===== config.mk =====
export PLATFORM = sky130hd
export DESIGN_NAME = rbe_ctrl
export DESIGN_NICKNAME = d
export VERILOG_FILES = /design/src/rtl/rbe_pkg.sv /design/src/rtl/rbe_ctrl.sv
export SDC_FILE = /design/constraint.sdc
export NUM_CORES = 1
export LEC_CHECK = 0
export ABC_AREA = 1
export BUFFER_PORTS_ARGS = -buffer_cell sky130_fd_sc_hd__buf_2
export CAP_MARGIN = 15
export CORE_MARGIN = 2
export CORE_UTILIZATION = 30
export DETAILED_ROUTE_END_ITERATION = 16
export GPL_TIMING_DRIVEN = 0
export HOLD_SLACK_MARGIN = 0.1
export PLACE_DENSITY_LB_ADDON = 0.05
export SYNTH_ARGS = -nofsm -noshare
export SYNTH_HDL_FRONTEND = slang
export SYNTH_SLANG_ARGS = --single-unit
export TNS_END_PERCENT = 20

===== constraint.sdc =====
create_clock -name i_clk -period 1.9 [get_ports i_clk]
set_clock_uncertainty 0.05 [all_clocks]
set_input_delay 0.19 -clock i_clk [delete_from_list [all_inputs] [get_ports i_clk]]
set_output_delay 0.19 -clock i_clk [all_outputs]
set_load 0.02 [all_outputs]

===== src/rtl/rbe_pkg.sv =====
`timescale 1ns / 1ps
`default_nettype none

package rbe_pkg;

    // Input item of the integrator
    typedef struct packed {
        logic               opcode;
        logic signed [31:0] force_x;
        logic signed [31:0] force_y;
        logic signed [31:0] pos_in_x;
        logic signed [31:0] pos_in_y;
        logic               ground_value;
    } t_in;

    // Result item of the integrator
    typedef struct packed {
        logic signed [31:0] pos_out_x;
        logic signed [31:0] pos_out_y;
        logic signed [31:0] vel_out_x;
        logic signed [31:0] vel_out_y;
    } t_out;

    // Opcode of an input item
    localparam logic OP_STEP   = 1'b0;
    localparam logic OP_GROUND = 1'b1;

    // Configuration register indexes
    typedef enum logic [2:0] {
        CFG_MASS           = 3'd0,
        CFG_FRICTION_COEF  = 3'd1,
        CFG_FRICTION_SCALE = 3'd2,
        CFG_SPEED_LIMIT    = 3'd3,
        CFG_GRAVITY_ACCEL  = 3'd4,
        CFG_FALL_LIMIT     = 3'd5,
        CFG_GRAVITY_ON     = 3'd6,
        CFG_FRAME_TIME     = 3'd7
    } t_cfg_idx;

    // Operand pair for the shared multiplier
    typedef enum logic [4:0] {
        M_NONE,
        M_MASS_DT,
        M_FX_MD,
        M_FY_MD,
        M_SCALE_MASS,
        M_COEF_SM,
        M_F0L_DT,
        M_F0H_DT,
        M_F_F,
        M_AX_AX,
        M_AY_AY,
        M_AX_F,
        M_AY_F,
        M_G_DT,
        M_SL_SL,
        M_AX_SL,
        M_AY_SL,
        M_WX_DT,
        M_WY_DT
    } t_msel;

    // Destination for the registered product or other datapath update
    typedef enum logic [4:0] {
        W_NONE,
        W_MD,
        W_VX,
        W_VY,
        W_SM,
        W_F0,
        W_FACC,
        W_F_FINAL,
        W_S_LOAD,
        W_S_ADD,
        W_FF,
        W_NUM,
        W_ZERO_V,
        W_FRIC_X,
        W_FRIC_Y,
        W_GRAV,
        W_LIM_AXIS,
        W_LIM_X,
        W_LIM_Y,
        W_COMMIT,
        W_PX,
        W_PY,
        W_GROUND
    } t_wsel;

    // Commands from controller to datapath
    typedef struct packed {
        logic  load;
        logic  out_load;
        t_msel msel;
        t_wsel wsel;
        logic  sqrt_start;
        logic  div_start;
    } t_cmd;

    // Status from datapath to controller
    typedef struct packed {
        logic fric_en;
        logic grav_on;
        logic ground;
        logic s_zero;
        logic fric_zero;
        logic lim_over;
        logic sqrt_busy;
        logic div_busy;
        logic out_free;
    } t_stat;

    // Clamp a wide signed value to 32-bit signed
    function automatic logic signed [31:0] f_sat32(input logic signed [67:0] v);
        logic signed [31:0] r;
        if (v > 68'sd2147483647) begin
            r = 32'sh7FFF_FFFF;
        end else if (v < -68'sd2147483648) begin
            r = 32'sh8000_0000;
        end else begin
            r = v[31:0];
        end
        return r;
    endfunction

    // Magnitude of a 32-bit signed value, exact for the most negative code
    function automatic logic [31:0] f_abs32(input logic signed [31:0] v);
        logic [31:0] u;
        u = v;
        return v[31] ? (~u + 32'd1) : u;
    endfunction

    // Apply the sign of a reference to a magnitude
    function automatic logic [31:0] f_with_sign(input logic signed [31:0] ref_v,
                                                input logic [31:0] m);
        return ref_v[31] ? (~m + 32'd1) : m;
    endfunction

endpackage

`default_nettype wire


===== src/rtl/rbe_ctrl.sv =====
`timescale 1ns / 1ps
`default_nettype none

module rbe_ctrl
    import rbe_pkg::*;
(
    input  wire logic  i_clk,
    input  wire logic  i_rst_n,
    input  wire logic  i_in_valid,
    input  wire logic  i_opcode,
    input  wire t_stat i_stat,
    output logic       o_in_ready,
    output t_cmd       o_cmd
);

    typedef enum logic [5:0] {
        S_IDLE, S_GND,
        S_MD, S_MDW, S_FX, S_FY, S_SM, S_SMW, S_CS, S_CSW,
        S_FL, S_FH, S_FW, S_AX2, S_AY2, S_FF, S_FFW, S_FDEC, S_FZ,
        S_FSQ, S_FSQW, S_FAX, S_FAXW, S_FDX, S_FDXW,
        S_FAPX, S_FAYW, S_FDY, S_FDYW, S_FAPY,
        S_GRAV, S_GRAVW,
        S_LIM, S_LAXIS, S_LAY2, S_LSL, S_LSLW, S_LDEC,
        S_LSQ, S_LSQW, S_LAX, S_LAXW, S_LDX, S_LDXW,
        S_LAPX, S_LAYW, S_LDY, S_LDYW, S_LAPY,
        S_PX, S_PY, S_PW, S_OUT
    } t_state;

    t_state r_state;

    // Sequence the step
    always_ff @(posedge i_clk) begin
        if (!i_rst_n) begin
            r_state <= S_IDLE;
        end else begin
            case (r_state)
                S_IDLE: begin
                    if (i_in_valid) begin
                        r_state <= (i_opcode == OP_GROUND) ? S_GND : S_MD;
                    end
                end
                S_GND:   r_state <= S_OUT;
                S_MD:    r_state <= S_MDW;
                S_MDW:   r_state <= S_FX;
                S_FX:    r_state <= S_FY;
                S_FY:    r_state <= S_SM;
                S_SM:    r_state <= S_SMW;
                S_SMW:   r_state <= S_CS;
                S_CS:    r_state <= S_CSW;
                S_CSW:   r_state <= S_FL;
                S_FL:    r_state <= S_FH;
                S_FH:    r_state <= S_FW;
                S_FW:    r_state <= S_AX2;
                S_AX2:   r_state <= S_AY2;
                S_AY2:   r_state <= S_FF;
                S_FF:    r_state <= S_FFW;
                S_FFW:   r_state <= S_FDEC;
                S_FDEC: begin
                    if (!i_stat.fric_en || i_stat.s_zero) begin
                        r_state <= S_GRAV;
                    end else if (i_stat.fric_zero) begin
                        r_state <= S_FZ;
                    end else begin
                        r_state <= S_FSQ;
                    end
                end
                S_FZ:    r_state <= S_GRAV;
                S_FSQ:   r_state <= S_FSQW;
                S_FSQW:  if (!i_stat.sqrt_busy) r_state <= S_FAX;
                S_FAX:   r_state <= S_FAXW;
                S_FAXW:  r_state <= S_FDX;
                S_FDX:   r_state <= S_FDXW;
                S_FDXW:  if (!i_stat.div_busy) r_state <= S_FAPX;
                S_FAPX:  r_state <= S_FAYW;
                S_FAYW:  r_state <= S_FDY;
                S_FDY:   r_state <= S_FDYW;
                S_FDYW:  if (!i_stat.div_busy) r_state <= S_FAPY;
                S_FAPY:  r_state <= S_GRAV;
                S_GRAV: begin
                    r_state <= (i_stat.grav_on && !i_stat.ground) ? S_GRAVW : S_LIM;
                end
                S_GRAVW: r_state <= S_LIM;
                S_LIM:   r_state <= i_stat.grav_on ? S_LAXIS : S_LAY2;
                S_LAXIS: r_state <= S_PX;
                S_LAY2:  r_state <= S_LSL;
                S_LSL:   r_state <= S_LSLW;
                S_LSLW:  r_state <= S_LDEC;
                S_LDEC:  r_state <= i_stat.lim_over ? S_LSQ : S_PX;
                S_LSQ:   r_state <= S_LSQW;
                S_LSQW:  if (!i_stat.sqrt_busy) r_state <= S_LAX;
                S_LAX:   r_state <= S_LAXW;
                S_LAXW:  r_state <= S_LDX;
                S_LDX:   r_state <= S_LDXW;
                S_LDXW:  if (!i_stat.div_busy) r_state <= S_LAPX;
                S_LAPX:  r_state <= S_LAYW;
                S_LAYW:  r_state <= S_LDY;
                S_LDY:   r_state <= S_LDYW;
                S_LDYW:  if (!i_stat.div_busy) r_state <= S_LAPY;
                S_LAPY:  r_state <= S_PX;
                S_PX:    r_state <= S_PY;
                S_PY:    r_state <= S_PW;
                S_PW:    r_state <= S_OUT;
                S_OUT:   if (i_stat.out_free) r_state <= S_IDLE;
                default: r_state <= S_IDLE;
            endcase
        end
    end

    // Decode datapath commands
    always_comb begin
        o_cmd.load       = (r_state == S_IDLE) && i_in_valid;
        o_cmd.out_load   = (r_state == S_OUT) && i_stat.out_free;
        o_cmd.sqrt_start = (r_state == S_FSQ) || (r_state == S_LSQ);
        o_cmd.div_start  = (r_state == S_FDX) || (r_state == S_FDY) ||
                           (r_state == S_LDX) || (r_state == S_LDY);
        o_cmd.msel       = M_NONE;
        o_cmd.wsel       = W_NONE;
        case (r_state)
            S_GND:   o_cmd.wsel = W_GROUND;
            S_MD:    o_cmd.msel = M_MASS_DT;
            S_MDW:   o_cmd.wsel = W_MD;
            S_FX:    o_cmd.msel = M_FX_MD;
            S_FY:    begin o_cmd.msel = M_FY_MD;      o_cmd.wsel = W_VX;      end
            S_SM:    begin o_cmd.msel = M_SCALE_MASS; o_cmd.wsel = W_VY;      end
            S_SMW:   o_cmd.wsel = W_SM;
            S_CS:    o_cmd.msel = M_COEF_SM;
            S_CSW:   o_cmd.wsel = W_F0;
            S_FL:    o_cmd.msel = M_F0L_DT;
            S_FH:    begin o_cmd.msel = M_F0H_DT;     o_cmd.wsel = W_FACC;    end
            S_FW:    o_cmd.wsel = W_F_FINAL;
            S_AX2:   o_cmd.msel = M_AX_AX;
            S_AY2:   begin o_cmd.msel = M_AY_AY;      o_cmd.wsel = W_S_LOAD;  end
            S_FF:    begin o_cmd.msel = M_F_F;        o_cmd.wsel = W_S_ADD;   end
            S_FFW:   o_cmd.wsel = W_FF;
            S_FZ:    o_cmd.wsel = W_ZERO_V;
            S_FAX:   o_cmd.msel = M_AX_F;
            S_FAXW:  o_cmd.wsel = W_NUM;
            S_FAPX:  begin o_cmd.msel = M_AY_F;       o_cmd.wsel = W_FRIC_X;  end
            S_FAYW:  o_cmd.wsel = W_NUM;
            S_FAPY:  o_cmd.wsel = W_FRIC_Y;
            S_GRAV:  o_cmd.msel = M_G_DT;
            S_GRAVW: o_cmd.wsel = W_GRAV;
            S_LIM:   o_cmd.msel = M_AX_AX;
            S_LAXIS: o_cmd.wsel = W_LIM_AXIS;
            S_LAY2:  begin o_cmd.msel = M_AY_AY;      o_cmd.wsel = W_S_LOAD;  end
            S_LSL:   begin o_cmd.msel = M_SL_SL;      o_cmd.wsel = W_S_ADD;   end
            S_LSLW:  o_cmd.wsel = W_FF;
            S_LAX:   o_cmd.msel = M_AX_SL;
            S_LAXW:  o_cmd.wsel = W_NUM;
            S_LAPX:  begin o_cmd.msel = M_AY_SL;      o_cmd.wsel = W_LIM_X;   end
            S_LAYW:  o_cmd.wsel = W_NUM;
            S_LAPY:  o_cmd.wsel = W_LIM_Y;
            S_PX:    begin o_cmd.msel = M_WX_DT;      o_cmd.wsel = W_COMMIT;  end
            S_PY:    begin o_cmd.msel = M_WY_DT;      o_cmd.wsel = W_PX;      end
            S_PW:    o_cmd.wsel = W_PY;
            default: begin o_cmd.msel = M_NONE;       o_cmd.wsel = W_NONE;    end
        endcase
    end

    assign o_in_ready = (r_state == S_IDLE);

endmodule

`default_nettype wire


==> qor.yml, run 1 <==
hold_path_class: "in2reg"
synth_area_per_cell_um2: 4.661
gr-usage-all-layers_pct: 23.19
endpoint_kind: "primary output"
h-tree-depth: 1
n_antenna_cell: 0
first_iter_violations: 278
grt_pass1_vias: 1905
postSynthRegisterBits: 6
port_buffers: 27
ir_drop_v: 0.0006536
cp.arrival_ps: 1680
die_x_um: 72.04
status: "finished, violations left"
min_period_ps: 1921
worstMarginPinSlew_ps: 299.3
cp.required_ps: 1660
fin_util_pct: 47.39
slew_headroom_pct: 80.00
final_antenna_net_count: 0
startpoint_type: "flop"
grt_pass1_wl_um: 9315
worstPathMaxFanout: 8
synth_area_leaders: "nand2_1 (31%), nand3_1 (19%), nor2_1 (15%)"
wl_per_cell_um: 15.43
powerDensity_nw_per_um2: 1395
wirelength_um: 6249
criticalPathCategory: "reg2out"
setup_ws_ps: -21.20
grt_start_max_net_pins: 11
dp_worst_setup_slack_ps: -10.84
cts_tree: "built"
syn_inst: 298
placed_area_um2: 1589
yosysWarnings: 0
reg.largest.list: "r_state x6"
cts_root_buf: "clkbuf_8"
nets: 368
area_delta_synth_final_pct: 50.63
drv_slew: 0
clk_pin_slew_worst_paths_ps: 30
cts_buffers: 3
cts_sinks: 6
total_power_mw: 2.919
remaining_drc_errors: 0
rrSetupSlack_ps: 150
maxUsedRoutingLayer: "met4"
fmax_ghz: 0.5205
dr.pass1.iters: 7
fin_crit_sh_pct: 101.1
max_cap_viol_count: 0
dr_wl_met2_um: 2656
crit_chain: "inv_2 -> nor2_4 -> nand3_1 -> nand2_1 -> nor4_2 -> nand2_1 -> buf_2"
largest-register: "r_state"
drive_gt1_share_pct: 33.99
crit_path_frequent_cell: "nand2_1"
hold_ws_ps: 218.6
cpPeakStageDelay_ps: 380
overflow: 0
fp.coreArea_um2: 4414
design_area_um2: 2092
syn_area_um2: 1389
finalSetupTns_ps: -21.20
violations: "setup timing"
critPathTopFamily: "simple AND/OR/NAND/NOR gates"
clkLatencyLatePin_ps: 220
dieArea_um2: 5190
synth-seq-area-share_pct: 8.649
path_buf_inv: 2
dp_cells: 377
syn_nets: 311
dieHeight_um: 72.04
cpMaxStageDelayCell: "dfxtp_4"
hpwlAfterDp_um: 4440
largest_register_ffs: 6
cts_buffer_depth: 2
met1_length_um: 2529
total_leakage_power_nw: 1.345
initial_core_util_pct: 31.46
antenna_found_initial: 0
synth_top_area_share_pct: 30.81
vias: 2230
hold_viol_final: 0
fin_cells: 405
rsz0062_at_grt: "yes"
route.met3.wl_um: 732
yosys.area.top_type: "nand2_1"
synth_cell_types: 17
setup_viol: 1
via_per_inst: 5.506
ios: 28
place.gp.congestion: 0.9267
rows: 24
-- layout make-up --
type | instances | area, um2
plain buffers | 7 | 71.32
clock buffers | 3 | 41.29
fillers | 475 | 2322
inverters | 29 | 111.4
multi-input cells | 256 | 1321
flip-flops and latches | 6 | 135.1
well taps | 52 | 65.06
repair buffers | 52 | 346.6
-- what timing repair did --
action / CTS / global route
pin swaps: 4 / 10
setup buffers: 6 / 19
setup endpoints to repair: 9 / 15
gates resized for setup: 26 / 48
hold endpoints to repair: 0 / 0
hold buffers: 0 / 0
-- kinds of logic after synthesis --
| family | after synthesis | synth area share [%] |
|---|---|---|
| and+or+nand+nor | 246 | 77.21 |
| buffers and inverters | 36 | 10.54 |
| AOI/OAI and AO/OA | 10 | 3.603 |
| DFF | 6 | 8.649 |
-- layout by cell type, fill, tap and decap left out, drive strengths merged --
cell / n
a21oi: 9
buf: 59
clkbuf: 3
dfxtp: 6
inv: 29
nand2: 114
nand3: 52
nand4: 9
nor2: 64
nor3: 2
nor3b: 1
nor4: 4
o21ai: 1
-- where the power goes --
part,internal [mW],switching [mW]
registers,0.196,0.0870
logic,0.925,1.53
clock network,0.136,0.0513
total,1.26,1.66
-- layer usage --
metal	GRT usage, %	vias up
met4	7.547	0
met1	31.40	951
met5	0	-
met2	36.01	161
li1	-	1079
met3	5.833	39
-- tightest hold or removal path, cell delays in order --
cell	delay [ps]
buf_2	100
nand2_1	80
a21oi_1	60
-- final timing paths --
path,cells past startpoint,from,to
min,3,i_stat[1],r_state[3]
max,7,r_state[1],o_cmd[5]
min reg2reg,2,r_state[4],r_state[4]
max reg2reg,10,r_state[1],r_state[0]
-- cells in the mapped netlist --
library cell,n
inv_1,24
inv_2,5
nand3_1,52
nor2_2,6
nand4_1,9
clkbuf_2,1
nor2_4,4
o21ai_0,1
buf_2,5
nor3b_1,1
nor4_1,4
nor2_1,54
a21oi_1,9
nand2_1,114
dfxtp_1,6
nor3_1,2
buf_4,1
Power figures use the tool's default switching activity.
==> inputs of run 2 (changes only) <==
--- a/config.mk
+++ b/config.mk
@@ -6,10 +6,11 @@
 export NUM_CORES = 1
 export LEC_CHECK = 0
 export ABC_AREA = 1
-export BUFFER_PORTS_ARGS = -buffer_cell sky130_fd_sc_hd__buf_2
+export BUFFER_PORTS_ARGS = -buffer_cell sky130_fd_sc_hd__buf_4
 export CAP_MARGIN = 15
 export CORE_MARGIN = 2
 export CORE_UTILIZATION = 30
+export CTS_BUF_LIST = sky130_fd_sc_hd__clkbuf_16
 export DETAILED_ROUTE_END_ITERATION = 16
 export GPL_TIMING_DRIVEN = 0
 export HOLD_SLACK_MARGIN = 0.1
==> qor.yml, run 2 (same netlist as run 1, synthesis figures left out) <==
min_period_ps: 1896  # -25.30 ps
dr.pass1.iters: 5  # -2
ir_drop_v: 0.0007130  # +9.1%
fmax_ghz: 0.5275  # +1.3%
port_buffers: 27  # unchanged
grt_pass1_wl_um: 9370  # +0.59%
rows: 24  # unchanged
setup_viol: 0  # -1
wirelength_um: 6000  # -4.0%
r2r_start: "r_state[2]"
fp.coreArea_um2: 4414  # unchanged
first_iter_violations: 242  # -13%
layout_commonest_cell: "nand2_1"
cts_root_buf: "clkbuf_16"
hpwlAfterDp_um: 4411  # -0.66%
slew_headroom_pct: 73.16  # -6.8 points
via_per_inst: 5.539  # +0.60%
fin_crit_sh_pct: 99.78  # -1.3 points
reg.largest.list: "r_state x6"
worstMarginPinSlew_ps: 401.6  # +102.3 ps
grt_pass1_vias: 1990  # +4.5%
nets: 360  # -2.2%
largest_register_ffs: 6  # unchanged
area_delta_synth_final_pct: 53.69
hold_path_class: "in2reg"
rsz0062_at_grt: "yes"
gr-usage-all-layers_pct: 22.87  # -0.31 points
die_x_um: 72.04  # unchanged
fillers: 504  # +6.1%
clk_pin_slew_worst_paths_ps: 30  # about the same
total_leakage_power_nw: 1.338  # -0.51%
status: "finished clean"
drv_slew: 0  # unchanged
place.gp.congestion: 0.9414  # +1.6%
cts_buffers: 3  # unchanged
initial_core_util_pct: 31.46  # unchanged
remaining_drc_errors: 0  # unchanged
powerDensity_nw_per_um2: 1374  # -1.5%
criticalPathCategory: "reg2out"
holdCritStartpoint: "i_stat[1]"
final_antenna_net_count: 0  # unchanged
ios: 28  # unchanged
worstHoldPathCells: 3  # unchanged
cts_sinks: 6  # unchanged
overflow: 0  # unchanged
vias: 2199  # -1.4%
n_antenna_cell: 0  # unchanged
fin_util_pct: 48.36  # +0.96 points
max_cap_viol_count: 0  # unchanged
r2r_end: "r_state[4]"
design_area_um2: 2135  # +2.0%
layout_common_cells: "nand2_1 (100), nor2_1 (51), buf_4 (45), nand3_1 (37), inv_1 (20)"
dieArea_um2: 5190  # unchanged
cp.arrival_ps: 1660  # -20 ps
worstPathMaxFanout: 10  # +2
endpoint_kind: "primary output"
min_to: "r_state[3]"
startpoint_type: "flop"
hold_viol_final: 0  # unchanged
largest-register: "r_state"
antenna_found_initial: 0  # unchanged
placed_area_um2: 1657  # +4.3%
cts_buffer_depth: 2  # unchanged
grt_start_max_net_pins: 15  # +4
drive_gt1_share_pct: 33.33  # -0.66 points
rrSetupSlack_ps: 120  # -30 ps
h-tree-depth: 1  # unchanged
clkLatencyLatePin_ps: 230  # about the same
dieHeight_um: 72.04  # unchanged
cts_hold_buf: 0  # unchanged
cp.required_ps: 1660  # about the same
wl_per_cell_um: 15.11  # -2.0%
cts_tree: "built"
reg2reg_depth: 13  # +3
hold_ws_ps: 219.6  # +0.9660 ps
## run 2: final cells by class
type	instances	area, um2	area share, %
Buffer	6	71.32	3.341
Clock buffer	3	75.07	3.517
Inverter	29	111.4	5.217
Multi-Input combinational cell	256	1325	62.07
Sequential cell	6	136.4	6.389
Tap cell	52	65.06	3.048
Timing Repair Buffer	45	350.3	16.41
## run 2: timing repair
action                                  4_1_cts  5_1_grt
pin swaps                                     6       11
setup buffers                                 6       12
endpoints found under the setup margin       10       15
resized for setup                            33       43
## run 2: routing by layer
metal	wire length (um)	track usage [%]	up-vias
met4	145	5.451	0
met2	2693	38.07	147
met1	2448	30.67	960
li1	-	-	1065
met3	713	4.167	27
met5	0	0	-
## run 2: stage by stage
step	total power, mW	setup WS (ps)	instances	TNS (ps)
finish	2.934	4.105	397	0
detailed placement	2.067	7.720	377	0
global route	3.138	-51.62	397	-245.2
CTS	2.607	9.520	385	0
global placement	2.103	-82.42	377	-131.8
floorplan	1.472	268.6	298	0
## run 2: power by group
group	switching, mW	leakage, nW	internal [mW]	total, mW
clock network	0.0656	0.0370	0.270	0.335
logic	1.45	1.25	0.852	2.30
registers	0.0988	0.0523	0.198	0.296
## run 2: worst max-delay path, cell delays in order (launching register included)
cell,delay [ps]
dfxtp_4,360
nor2_4,270
buf_6,210
nand3_2,140
nand3_2,150
nor3b_2,70
nand4_1,70
buf_4,140
## run 2: how the worst max path moves through the flow
| stage | from | end | slack, ps | cells past startpoint |
|---|---|---|---|---|
| 2_1_floorplan | r_state[1] | o_cmd[4] | 270 | 6 |
| 3_3_place_gp | r_state[5] | o_cmd[10] | -80 | 7 |
| 3_5_place_dp | r_state[1] | o_cmd[4] | 8 | 7 |
| 4_1_cts | r_state[2] | o_cmd[7] | 10 | 9 |
| 5_1_grt | r_state[3] | o_cmd[8] | -50 | 8 |
| 6_report | r_state[4] | o_cmd[10] | 4 | 7 |
==> inputs of run 3 (changes only) <==
--- a/config.mk
+++ b/config.mk
@@ -5,7 +5,7 @@
 export SDC_FILE = /design/constraint.sdc
 export NUM_CORES = 1
 export LEC_CHECK = 0
-export ABC_AREA = 1
+export ABC_AREA = 0
 export BUFFER_PORTS_ARGS = -buffer_cell sky130_fd_sc_hd__buf_4
 export CAP_MARGIN = 15
 export CORE_MARGIN = 2
==> qor.yml, run 3 <==
status: "finished, violations left"
violations: "setup timing"
layout_commonest_cell: "buf_4"
gr-usage-all-layers_pct: 24.90  # +2.0 points
pwr-share-clk_pct: 7.7  # -3.7 points
remaining_drc_errors: 0  # unchanged
first_iter_violations: 277  # +14%
intPower_mw: 2.146  # +63%
syn_inst: 245  # -18%
worstMarginPinSlew_ps: 470.4  # +68.78 ps
nets: 308  # -14%
fin_crit_sh_pct: 102.4  # +2.6 points
hpwlAfterDp_um: 5297  # +20%
rows: 26  # +8.3%
synth_edf_count: 0  # unchanged
initial_core_util_pct: 30.87  # -0.59 points
die_x_um: 76.03  # +5.5%
syn_area_um2: 1556  # +12%
p_comb_share_pct: 87.1  # +8.6 points
syn_nets: 258  # -17%
vias: 2265  # +3.0%
drv_slew: 0  # unchanged
critPathTopFamily: "buffers and inverters"
reg.largest.list: "r_state x6"
startpoint_type: "flop"
grt_pass1_wl_um: 11680  # +25%
synth_area_leaders: "nand2_1 (8.0%), dfxtp_1 (7.7%), a21oi_1 (7.1%)"
crit_chain: "buf_6 -> buf_8 -> buf_8 -> buf_8 -> o32a_1 -> o21ai_1 -> buf_4"
synth.most_common_cell: "nand2_1"
crit_path_frequent_cell: "buf_8"
powerDensity_nw_per_um2: 1756  # +28%
yosysWarnings: 0  # unchanged
dieHeight_um: 76.03  # +5.5%
criticalPathCategory: "reg2out"
wl_per_cell_um: 20.96  # +39%
clk_pin_slew_worst_paths_ps: 30  # about the same
cts_buffers: 3  # unchanged
n_antenna_cell: 0  # unchanged
cp.arrival_ps: 1700  # +40 ps
path_buf_inv: 5  # +3
rsz0062_at_grt: "yes"
grt_pass1_vias: 2137  # +7.4%
dr.pass1.iters: 6  # +1
wirelength_um: 7607  # +27%
synth_ff_type: "dfxtp_1"
swShare_pct: 51.40  # -3.6 points
largest_register_ffs: 6  # unchanged
endpoint_kind: "primary output"
fin_util_pct: 49.88  # +1.5 points
clkLatencyLatePin_ps: 230  # about the same
hold_ws_ps: 158.6  # -61.02 ps
cts_root_buf: "clkbuf_16"
max_cap_viol_count: 0  # unchanged
hold_path_class: "in2reg"
largest-register: "r_state"
min_period_ps: 1945  # +48.94 ps
via_per_inst: 6.240  # +13%
antenna_found_initial: 0  # unchanged
setup_viol: 3  # +3
total_power_mw: 4.417  # +51%
cpMaxStageDelayCell: "o32a_1"
worstPathMaxFanout: 10  # unchanged
fp.coreArea_um2: 5042  # +14%
yosys.area.top_type: "nand2_1"
postSynthRegisterBits: 6  # unchanged
overflow: 0  # unchanged
cp.required_ps: 1660  # about the same
grt_start_max_net_pins: 11  # -4
final_antenna_net_count: 0  # unchanged
p_switching_mw: 2.270  # +41%
ios: 28  # unchanged
slew_headroom_pct: 68.57  # -4.6 points
area_delta_synth_final_pct: 61.58
fmax_ghz: 0.5142  # -2.5%
ys_top_cells_by_count: "nand2_1 (33), a21oi_1 (22), nor2_1 (21), o21ai_0 (21), buf_2 (14)"
cpPeakStageDelay_ps: 340  # -20 ps
drive_gt1_share_pct: 41.64  # +8.3 points
synth_top_area_share_pct: 7.958  # -23 points
seq_power_share_pct: 5.3  # -4.8 points
cts_tree: "built"
synth-seq-area-share_pct: 7.717  # -0.93 points
finalSetupTns_ps: -66.99  # -66.99 ps
hold_viol_final: 0  # unchanged
setup_ws_ps: -44.84  # -48.94 ps
layout_common_cells: "buf_4 (42), nand2_1 (30), a21oi_1 (20), o21ai_0 (16), nor2_1 (14)"
port_buffers: 27  # unchanged
ir_drop_v: 0.001095  # +54%
postSynth.asyncResetShare_pct: 0  # unchanged
synth_area_per_cell_um2: 6.353  # +36%
place.gp.congestion: 0.9191  # -2.4%
cts_sinks: 6  # unchanged
synth_cell_types: 61  # +44
dieArea_um2: 5781  # +11%
cts_buffer_depth: 2  # unchanged
total_leakage_power_nw: 0.9700  # -27%
h-tree-depth: 1  # unchanged
==> run 3: kinds of logic after synthesis <==
logic type | Yosys count | share of synthesized area, %
and+or+nand+nor | 100 | 32.48
xor gates and xnor gates | 3 | 1.688
AOI/OAI and AO/OA | 105 | 47.11
DFF | 6 | 7.717
buffers and inverters | 31 | 11.01
==> run 3: worst paths after layout <==
path              slack, ps        from  depth (start not counted)    endpoint
setup reg to reg          0  r_state[1]                          6  r_state[0]
setup / recovery        -40  r_state[4]                          7   o_cmd[10]
hold / removal          160     i_rst_n                          2  r_state[3]
hold reg to reg         950  r_state[0]                          5  r_state[1]
==> run 3: area by class of cell <==
type | instances | area (um2)
Multi-Input combinational cell | 208 | 1453
Tap cell | 70 | 87.58
Inverter | 8 | 40.04
Clock buffer | 3 | 75.07
Sequential cell | 6 | 130.1
Fill cell | 529 | 2527
Buffer | 23 | 349.1
Timing Repair Buffer | 45 | 380.4
==> run 3: per-stage QoR <==
stage                     instances  instance area, um2  setup WS (ps)
final                           363                2515         -44.84
after detailed placement        342                1847         -378.9
after CTS                       352                2193         -74.53
after floorplan                 245                1556         -19.85
after global routing            363                2515         -86.58
after global placement          342                1847         -409.7
==> run 3: repair_timing <==
| item | 4_1_cts | 5_1_grt |
|---|---|---|
| hold buffers | 0 | 0 |
| hold endpoints to repair | 0 | 0 |
| resized for setup | 70 | 45 |
| pin swaps | 6 | 11 |
| buffers inserted | 7 | 10 |
| endpoints found under the setup margin | 19 | 17 |
| gates cloned | 0 | 1 |
==> run 3: power by group through the flow <==
stage | registers, mW | clock network [mW] | logic, mW
floorplan | 0.214 | 0 | 1.91
global placement | 0.230 | 0 | 2.81
detailed placement | 0.233 | 0 | 2.76
CTS | 0.257 | 0.343 | 3.20
global route | 0.240 | 0.355 | 4.05
finish | 0.233 | 0.339 | 3.85
==> run 3: routing by layer <==
layer | track usage, % | vias up | part of all wire (%)
li1 | - | 1023 | -
met1 | 34.83 | 1064 | 43
met2 | 39.29 | 150 | 45
met3 | 2.488 | 28 | 9.0
met4 | 10.00 | 0 | 3.1
met5 | 0 | - | 0
